**config.mk**
```make
export PLATFORM = sky130hd
export DESIGN_NAME = brq_queue
export DESIGN_NICKNAME = d
export VERILOG_FILES = /design/src/rtl/brq_pkg.sv /design/src/rtl/brq_queue.sv
export SDC_FILE = /design/constraint.sdc
export NUM_CORES = 1
export LEC_CHECK = 0
export BUFFER_PORTS_ARGS = -buffer_cell sky130_fd_sc_hd__buf_2
export CORE_ASPECT_RATIO = 1.5
export CORE_MARGIN = 2
export CORE_UTILIZATION = 40
export CTS_CLUSTER_SIZE = 14
export DETAILED_ROUTE_END_ITERATION = 8
export SKIP_CTS_REPAIR_TIMING = 1
export SYNTH_ARGS = -nofsm -noshare
export SYNTH_HDL_FRONTEND = slang
export SYNTH_SLANG_ARGS = --single-unit
```
**constraint.sdc**
```tcl
create_clock -name i_clk -period 3.75 [get_ports i_clk]
set_input_delay 0.1875 -clock i_clk [delete_from_list [all_inputs] [get_ports i_clk]]
set_output_delay 0.1875 -clock i_clk [all_outputs]
set_load 0.005 [all_outputs]
```
**src/rtl/brq_pkg.sv**
```systemverilog
// Shared constants, types and codes of the byte ring queue.
package brq_pkg;

    localparam int DEPTH     = 1024;
    localparam int GAP       = 8;
    localparam int MAX_BURST = 64;

    localparam int PTR_W   = $clog2(DEPTH);
    localparam int KIND_W  = 3;
    localparam int DATA_W  = 8;
    localparam int LEN_W   = 10;
    localparam int STAT_W  = 2;
    localparam int SIZE_W  = 11;
    localparam int BURST_W = $clog2(MAX_BURST + 1);
    localparam int CAP     = DEPTH - GAP;

    typedef enum logic [KIND_W-1:0] {
        K_WRITE   = 3'd0,
        K_READ    = 3'd1,
        K_PEEK    = 3'd2,
        K_DISCARD = 3'd3,
        K_COMMIT  = 3'd4,
        K_CLEAR   = 3'd5,
        K_QUERY   = 3'd6
    } t_kind;

    typedef enum logic [STAT_W-1:0] {
        ST_OK        = 2'd0,
        ST_OVERFLOW  = 2'd1,
        ST_UNDERFLOW = 2'd2,
        ST_TOO_LONG  = 2'd3
    } t_status;

    typedef struct packed {
        t_kind              op;
        logic [DATA_W-1:0]  data;
        logic [LEN_W-1:0]   len;
        logic [LEN_W-1:0]   need;
        logic [LEN_W-1:0]   off;
        logic               run_end;
        logic               too_long;
        logic               zero_len;
    } t_cmd;

endpackage

```
**src/rtl/brq_queue.sv**
```systemverilog
// Two-entry command queue between front end and back end.
module brq_queue import brq_pkg::*; (
    input  logic i_clk,
    input  logic i_rst_n,
    input  logic i_push,
    input  t_cmd i_cmd,
    input  logic i_pop,
    output logic o_full,
    output logic o_valid,
    output t_cmd o_cmd
);

    t_cmd       r_ent [2];
    logic       r_wr;
    logic       r_rd;
    logic [1:0] r_cnt;
    logic [1:0] n_cnt;

    assign o_full  = (r_cnt == 2'd2);
    assign o_valid = (r_cnt != 2'd0);
    assign o_cmd   = r_ent[r_rd];

    always_comb begin
        n_cnt = r_cnt;
        if (i_push && !(i_pop && o_valid)) begin
            n_cnt = r_cnt + 2'd1;
        end else if (!i_push && i_pop && o_valid) begin
            n_cnt = r_cnt - 2'd1;
        end
    end

    always_ff @(posedge i_clk) begin
        if (!i_rst_n) begin
            r_wr  <= 1'b0;
            r_rd  <= 1'b0;
            r_cnt <= 2'd0;
        end else begin
            r_cnt <= n_cnt;
            if (i_push) begin
                r_wr <= !r_wr;
            end
            if (i_pop && o_valid) begin
                r_rd <= !r_rd;
            end
        end
    end

    always_ff @(posedge i_clk) begin
        if (i_push) begin
            r_ent[r_wr] <= i_cmd;
        end
    end

`ifndef SYNTHESIS
    a_no_push_full: assert property (@(posedge i_clk) disable iff (!i_rst_n)
        o_full |-> !i_push) else $error("push into full queue");
    a_cnt_range: assert property (@(posedge i_clk) disable iff (!i_rst_n)
        r_cnt != 2'd3) else $error("queue count out of range");
    a_ptr_match: assert property (@(posedge i_clk) disable iff (!i_rst_n)
        (r_cnt == 2'd0 || r_cnt == 2'd2) |-> (r_wr == r_rd))
        else $error("queue pointers disagree with count");
`endif

endmodule

```
# Yosys cells after proc, flatten, opt, wreduce, memory -nomap -nowiden
# Memory sizes are Yosys's and may differ from the RTL's. A register that Yosys moved wholly into a read port is not among the register bits.
# Index checks and enable logic that the tools add are counted.
[totals]
register_bits = 4
ramBits = 88
input_bits = 48
output_inout_bits = 46
wordCells = 23
memories = 1
[memory_table]
columns = ["memory", "words", "word_bits", "read_ports", "rd_ports_with_merged_regs", "wr", "line", "source"]
rows = [
  ["r_ent", 2, 44, 1, 1, 1, "brq_queue.sv:13", "t_cmd r_ent [2];"],
]
[classes]
addsub = 2
eq_ne = 1
n_mux = 6
reduce_logical = 10
[op_table]
columns = ["operator", "count"]
rows = [
  ["logical AND 1 bit", 4],
  ["zero test 1 bit", 4],
  ["2-to-1 mux 1 bit", 4],
  ["2-to-1 mux 2 bit", 2],
  ["nonzero test 2 bit", 2],
  ["adder 2 x 1 -> 2 bit, second input constant", 1],
  ["equality test 2 bit, second input constant", 1],
  ["subtractor 2 x 1 -> 2 bit, second input constant", 1],
]

# Logic depth before layout (Yosys ltp)
# Gate-level depths: netlist of run 1.
[logic_depth]
depth_word = 5
mapped_depth = 3
mapped_depth_nobuf = 3

# Worst setup path after synthesis of run 1
# No wires, ideal clock.
[synth_path]
path_type = "flip-flop to flip-flop"
startpoint = "register r_wr"
endpoint = "memory r_ent[0][0] in the netlist's numbering, enable pin"
setup_ns = 0.452
t_arrival_ns = 2.300
required_time_ns = 3.298
slack_ns = 0.998
stages_incl_launch_ff = 2
path_buffers = 0
period_less_slack_ns = 2.752
cell_sequence = "dfxtp_1 -> nor2b_1"
[synth_rtl]
columns = ["element", "line", "source"]
rows = [
  ["from (decl)", "brq_queue.sv:14", "logic r_wr;"],
  ["from (signal assigned)", "brq_queue.sv:40", "r_wr <= !r_wr;"],
  ["to (decl)", "brq_queue.sv:13", ""],
]
# Straight into the memory's write port.

==> results of run 1 <==
[where the power goes]
| part | internal (uW) | switching [uW] |
|---|---|---|
| logic | 124 | 86.6 |
| registers | 1200 | 21.1 |
| clock network | 481 | 335 |
| total | 1800 | 442 |
[cell families (layout without fill, tap and decap cells)]
| logic type | count (synthesis) | count (layout) | synth area share [%] |
|---|---|---|---|
| simple gates | 13 | 13 | 2.275 |
| mux | 45 | 45 | 18.34 |
| compound gates | 5 | 5 | 0.8401 |
| buf+inv | 5 | 112 | 1.575 |
| flops | 93 | 93 | 76.72 |
| xor+xnor | 1 | 1 | 0.2451 |
[state kept, by name, summed over array words and instances (netlist names), named ones only]
signal and count:
r_rd 1, r_wr 1, r_cnt 2, r_ent 88
[through the flow]
stage | std cells | hold slack [ns] | instance area, sq um | util, %
final | 379 | 0.04207 | 4433 | 50.51
after global routing | 379 | 0.03078 | 4433 | 50.51
after CTS | 379 | 0.02802 | 4433 | 50.51
after detailed placement | 363 | 0.3794 | 4154 | 47.33
after global placement | 363 | 0.3745 | 4154 | 47.33
after floorplan | 162 | 0.2864 | 3575 | -
[final timing paths]
path	startpoint	end	slack, ns	cells after the start
worst min-delay path	i_cmd[37]	r_ent[0][37]$_DFFE_PP_	0.04	1
worst max register to register	r_wr$_SDFFE_PN0P_	r_ent[1][17]$_DFFE_PP_	2.08	1
worst min register to register	r_cnt[1]$_SDFFE_PN0P_	r_cnt[1]$_SDFFE_PN0P_	0.57	2
worst max-delay path	flip-flop	o_cmd[35]	1.63	3
[area by class of cell]
class	count	area share (%)
tap	110	3.105
sequential	93	61.90
clock buffer	12	5.786
timing repair buffer	96	11.01
clock inverter	4	0.5080
multi-input combinational	64	17.70
[per-layer routing]
layer | global-route usage [%] | vias to the layer above
met5 | 0 | -
met4 | 7.627 | 0
met3 | 3.609 | 11
met2 | 20.51 | 67
met1 | 11.56 | 811
li1 | - | 837
[cell usage in the layout, fill, tap and decap left out, types with 2 or more instances in the layout]
master     count
a21oi_1        2
buf_2         93
edfxtp_1      88
buf_4          3
nand2b_1       2
mux2_1         4
clkinv_2       3
dfxtp_1        4
nor2b_1        2
mux2_4        40
clkbuf_16      9
clkbuf_8       2
and2_1         2
==> results.toml, run 1 <==
[floorplanning]
start_util_pct = 40.73
die-area_sq_um = 9724
rows = 42
die_h_um = 119.8
die_x_um = 81.19
coreArea_sq_um = 8776
num_io_pins = 94

[sta]
rsz0062_at_grt = "no"
fmax_mhz = 470.6
min_period_over_period_pct = 56.66
finalCriticalPeriod_ns = 2.125
setup_slack_ns = 1.625
finalClockSkew_ns = 0.002456
finalSetupViolations = 0
hold_violations = 0
slew_viol_final = 0
tightest_slew_ns = 1.082
fin_tns_setup_ns = 0
slew-limit-headroom_pct = 27.87

[pwr]
p_per_area_nw_per_um2 = 506.1
max-vdd-ir-drop_mv = 0.2725
leakagePower_uw = 0.001746
power.total_uw = 2243

[synth]
syn-instance-count = 162
synth_area_leaders = "edfxtp_1, mux2_4, dfxtp_1"
synth_seq_cells = 93
synth_area_per_cell_sq_um = 22.07
synthesis.area_sq_um = 3575
yosys.area.top_type = "edfxtp_1"
syn-num-nets = 210
ys.flop_type = "edfxtp_1"
post-synth-top-area-fraction_pct = 73.92
seq_area_frac_synth_pct = 76.72
synthArstFlopShare_pct = 0
synth-warning-count = 0
synth_cell_types = 19
synth_edf_count = 88
yosysMostFrequentCell = "edfxtp_1"
synthTopCellsByCount = "edfxtp_1, mux2_4, buf_6, dfxtp_1, mux2_1"

[routing]
via_per_inst = 4.554
wl_met2_um = 2885
wl_met1_um = 1934
top_layer_used = "met4"
wire_per_inst_um = 14.34
ant_nets = 0
met3_wirelength_um = 454
first_iter_violations = 72
wl_um = 5433
firstDrtPassIters = 4
drc = 0
route.vias.total = 1726

[global_route]
antenna_found_initial = 0
grt_usage_pct = 11.73
grt_overflow_total = 0
grt_pass1_vias = 1767
grt_max_degree = 45
grt_pass1_wl_um = 8100

[clock_tree]
cts.sinks = 93
clkTransAtPathRegs_ns = 0.06
cts_buffers = 9
cts_tree = "built"
clk_root_buffer_cell = "clkbuf_16"
htree_levels = 3
insertion_delay_ns = 0.33
cts_max_path_buffers = 2

[placement]
dp_slack_ns = 1.920
detailed_place_hpwl_um = 3722
globalplace.congestion = 0.6600
io_buffers = 93

[cells_and_area]
diodes = 0
syn_to_final_growth_pct = 24.01
seq_area_sq_um = 2744
layout.nets = 312
nFillCells = 734
drive_gt1_share_pct = 57.99
multiInputGateArea_sq_um = 784.5

[setup_path]
crit_family = "flip-flops"
crit_chain = "buf_4 -> mux2_1 -> buf_2"
cp-end-kind = "primary output"
critPathLaunchType = "flip-flop"
slowest_delay_ns = 0.72
critical_path_class = "reg2out"
crit_buf_inv = 2
crit_fanout = 19
required_ns = 3.56
crit_slowest_cell = "dfxtp_2"
worstPathArrival_ns = 1.94

[run_status]
status = "complete, no violations"

[job]
maxCapViolations = 0

[hold_path]
hold_class = "in2reg"
Power figures use the tool's default switching activity.
==> run 2, diff against run 1 <==
clock period = 2.1 ns   (was 3.75 ns; I/O delays follow)
==> run 2 against run 1 <==
Compared with the run above: clock skew increased by 0.0031 ns; power up 87%; sequential share of layout area shrank 6.3 points; clock power is 91% higher; core utilization increased by 5.8 points; wire length is 15% higher; design area increased by 11%; register-to-register slack got worse by 1.3 ns; largest power group unchanged.
==> results.toml, run 2 (same netlist as run 1, synthesis figures left out) <==
[setup_path]
cp-end-kind = "primary output"
crit_slowest_cell = "mux2_1"
required_ns = 2.00
slowest_delay_ns = 0.36
critPathLaunchType = "flip-flop"
crit_chain = "buf_12 -> mux2_1 -> buf_2"
crit_buf_inv = 2
critical_path_class = "reg2out"
crit_family = "buffers and inverters"
worstPathArrival_ns = 1.50
crit_fanout = 44

[sta]
hold_violations = 0
timing.hold.ws_ns = 0.04893
rsz0062_at_grt = "no"
fmax_mhz = 624.6
slew_viol_final = 0
fin_tns_setup_ns = 0
slew-limit-headroom_pct = 72.85
tightest_slew_ns = 0.4072
finalClockSkew_ns = 0.005584
finalCriticalPeriod_ns = 1.601
min_period_over_period_pct = 76.24
finalSetupViolations = 0

[pwr]
max-vdd-ir-drop_mv = 0.4638
p_per_area_nw_per_um2 = 849.4
leakagePower_uw = 0.001954

[cells_and_area]
finalNonFillerCells = 424
mostFrequentLayoutCells = "buf_2, edfxtp_1, dlygate4sd3_1"
syn_to_final_growth_pct = 38.15
layout.nets = 357
final_common_cell = "buf_2"
drive_gt1_share_pct = 50.00
largest_reg_flops = 88
final_util_pct = 56.27
diodes = 0
regMostFlops = "r_ent"
reg_top3 = "r_ent (88), r_cnt (2)"

[placement]
io_buffers = 93
detailed_place_hpwl_um = 4040
globalplace.congestion = 0.7034
dp_cells = 364

[clock_tree]
cts.sinks = 93
insertion_delay_ns = 0.33
clkTransAtPathRegs_ns = 0.06
htree_levels = 3
clk_root_buffer_cell = "clkbuf_16"
cts_max_path_buffers = 2
cts_buffers = 9
cts_tree = "built"

[routing]
first_iter_violations = 74
route.vias.total = 1952
wl_um = 6226
wire_per_inst_um = 14.68
ant_nets = 0
firstDrtPassIters = 4
drc = 0
via_per_inst = 4.604

[global_route]
grt_max_degree = 46
grt_pass1_vias = 1753
antenna_found_initial = 0
grt_pass1_wl_um = 8231
grt_overflow_total = 0
grt_usage_pct = 12.22

[floorplanning]
num_io_pins = 94
die_x_um = 81.19
start_util_pct = 40.73
coreArea_sq_um = 8776
die_h_um = 119.8
rows = 42
die-area_sq_um = 9724

[job]
maxCapViolations = 0

[run_status]
status = "complete, no violations"

[hold_path]
hold_class = "in2reg"
-- run 2: worst paths after layout --
path                              start                     to  slack [ns]  cells past startpoint
hold reg to reg   r_cnt[1]$_SDFFE_PN0P_  r_cnt[1]$_SDFFE_PN0P_        0.58                      2
hold / removal                  i_rst_n      r_wr$_SDFFE_PN0P_        0.05                      2
setup reg to reg      r_wr$_SDFFE_PN0P_  r_ent[1][2]$_DFFE_PP_        0.75                      2
setup / recovery              flip-flop              o_cmd[41]        0.50                      3
-- run 2: report_power, final --
group | leakage (uW) | switching (uW) | internal, uW | total [uW]
combinational | 0.000939 | 187 | 285 | 472
sequential | 0.000867 | 26.2 | 2130 | 2160
clock | 0.000147 | 637 | 925 | 1560
-- run 2: area by class of cell --
type                            instances  area, sq um
Multi-Input combinational cell         64        784.5
Clock inverter                          7        73.82
Tap cell                              110        137.6
Clock buffer                            9        225.2
Timing Repair Buffer                  141        973.4
Fill cell                             699         3837
Sequential cell                        93         2744
-- run 2: metal layers --
layer | share of wire (%) | global-route usage, % | vias up
li1 | - | - | 929
met2 | 56 | 22.26 | 54
met3 | 4.5 | 4.286 | 9
met4 | 2.0 | 6.144 | 0
met5 | 0 | 0 | -
met1 | 37 | 11.65 | 960
-- run 2: per-stage QoR --
step	area (sq um)	worst slack, ns	power [uW]
after floorplan	3577	0.1966	2434
after CTS	4498	0.4693	4188
final	4938	0.4990	4195
after global placement	4199	0.7651	2605
after global routing	4938	0.4411	4338
after detailed placement	4199	0.7472	2615
==> run 3, diff against run 2 <==
clock period = 1.6 ns   (was 2.1 ns; I/O delays follow)
==> run 3 against run 2 <==
Compared with the run above: register-to-register slack lost 0.28 ns; clock-buffer cell count up 1; critical path type unchanged; largest power group unchanged; clock power is 27% higher; hold slack got worse by 0.025 ns; highest routed layer unchanged.
==> results.toml, run 3 (same netlist as run 1, synthesis figures left out) <==
[placement]
io_buffers = 93
globalplace.congestion = 0.7076
dp_slack_ns = 0.3612
placed_area_sq_um = 4229
detailed_place_hpwl_um = 4154

[global_route]
grt_max_degree = 30
grt_usage_pct = 13.42
grt_pass1_wl_um = 9149
grt_overflow_total = 0
grt_pass1_vias = 1917
antenna_found_initial = 0

[cells_and_area]
final_common_cell = "buf_2"
diodes = 0
mostFrequentLayoutCells = "buf_2, edfxtp_1, dlygate4sd3_1"
largest_reg_flops = 88
regMostFlops = "r_ent"
drive_gt1_share_pct = 50.31
syn_to_final_growth_pct = 38.61
layout.nets = 361
stdcell_area_sq_um = 4955
reg_top3 = "r_ent (88), r_cnt (2)"
final_util_pct = 56.46

[sta]
finalClockSkew_ns = 0.005989
finalCriticalPeriod_ns = 1.485
finalSetupViolations = 0
tightest_slew_ns = 0.3188
slew-limit-headroom_pct = 78.75
timing.hold.ws_ns = 0.02425
setup_slack_ns = 0.1150
slew_viol_final = 0
min_period_over_period_pct = 92.81
rsz0062_at_grt = "no"
fmax_mhz = 673.4
hold_violations = 0

[floorplanning]
coreArea_sq_um = 8776
rows = 42
die_h_um = 119.8
num_io_pins = 94
start_util_pct = 40.73
die_x_um = 81.19
die-area_sq_um = 9724

[clock_tree]
clk_root_buffer_cell = "clkbuf_16"
htree_levels = 3
cts.sinks = 93
cts_tree = "built"
insertion_delay_ns = 0.33
cts_buffers = 9
clkTransAtPathRegs_ns = 0.06
cts_max_path_buffers = 2

[hold_path]
hold_class = "in2reg"

[run_status]
status = "complete, no violations"

[routing]
first_iter_violations = 104
wl_um = 6158
wl_met1_um = 2338
firstDrtPassIters = 4
ant_nets = 0
met3_wirelength_um = 261
wl_met2_um = 3442
wire_per_inst_um = 14.39
drc = 0
top_layer_used = "met4"
route.vias.total = 1892
via_per_inst = 4.421

[setup_path]
required_ns = 1.52
crit_fanout = 15
cp-end-kind = "primary output"
crit_slowest_cell = "dfxtp_4"
worstPathArrival_ns = 1.40
slowest_delay_ns = 0.43
crit_chain = "buf_12 -> mux2_1 -> buf_2"
critPathLaunchType = "flip-flop"
critical_path_class = "reg2out"

[pwr]
power.total_uw = 5446
max-vdd-ir-drop_mv = 0.6891
leakagePower_uw = 0.001970
p_per_area_nw_per_um2 = 1099

[job]
maxCapViolations = 0
==> run 3: metrics by stage <==
stage | setup TNS, ns | std cells
finish | 0 | 428
global placement | 0 | 368
global route | 0 | 428
floorplan | 0 | 162
detailed placement | 0 | 368
CTS | -0.004728 | 384
==> run 3: cell type report <==
class / count / area, sq um
Timing Repair Buffer: 145 / 1003
Multi-Input combinational cell: 64 / 784.5
Clock inverter: 6 / 53.80
Fill cell: 698 / 3821
Sequential cell: 93 / 2746
Tap cell: 110 / 137.6
Clock buffer: 10 / 229.0
==> run 3: critical path: cells and delay by family (launching register included) <==
kind / cells / cell delay [ns]
buffers and inverters: 2 / 0.32
DFF: 1 / 0.43
muxes: 1 / 0.33
==> run 3: per-layer routing <==
layer	up-vias	global-route usage, %
li1	935	-
met1	902	13.63
met2	48	24.28
met3	7	4.511
met4	0	5.720
met5	-	0
==> run 3: power by group <==
group          switching [uW]  total, uW  internal, uW
Sequential               39.6       2840          2800
Clock                     790       1980          1190
Combinational             239        621           383
Total                    1070       5450          4380
==> run 3: path summary, 6_finish.rpt <==
| check | startpoint | endpoint | slack [ns] | cells after the start |
|---|---|---|---|---|
| worst max-delay path | flip-flop | o_cmd[36] | 0.12 | 3 |
| worst min-delay path | i_rst_n | r_wr$_SDFFE_PN0P_ | 0.02 | 2 |
| worst min register to register | r_cnt[1]$_SDFFE_PN0P_ | r_cnt[1]$_SDFFE_PN0P_ | 0.58 | 2 |
| worst max register to register | r_wr$_SDFFE_PN0P_ | r_ent[1][34]$_DFFE_PP_ | 0.47 | 2 |
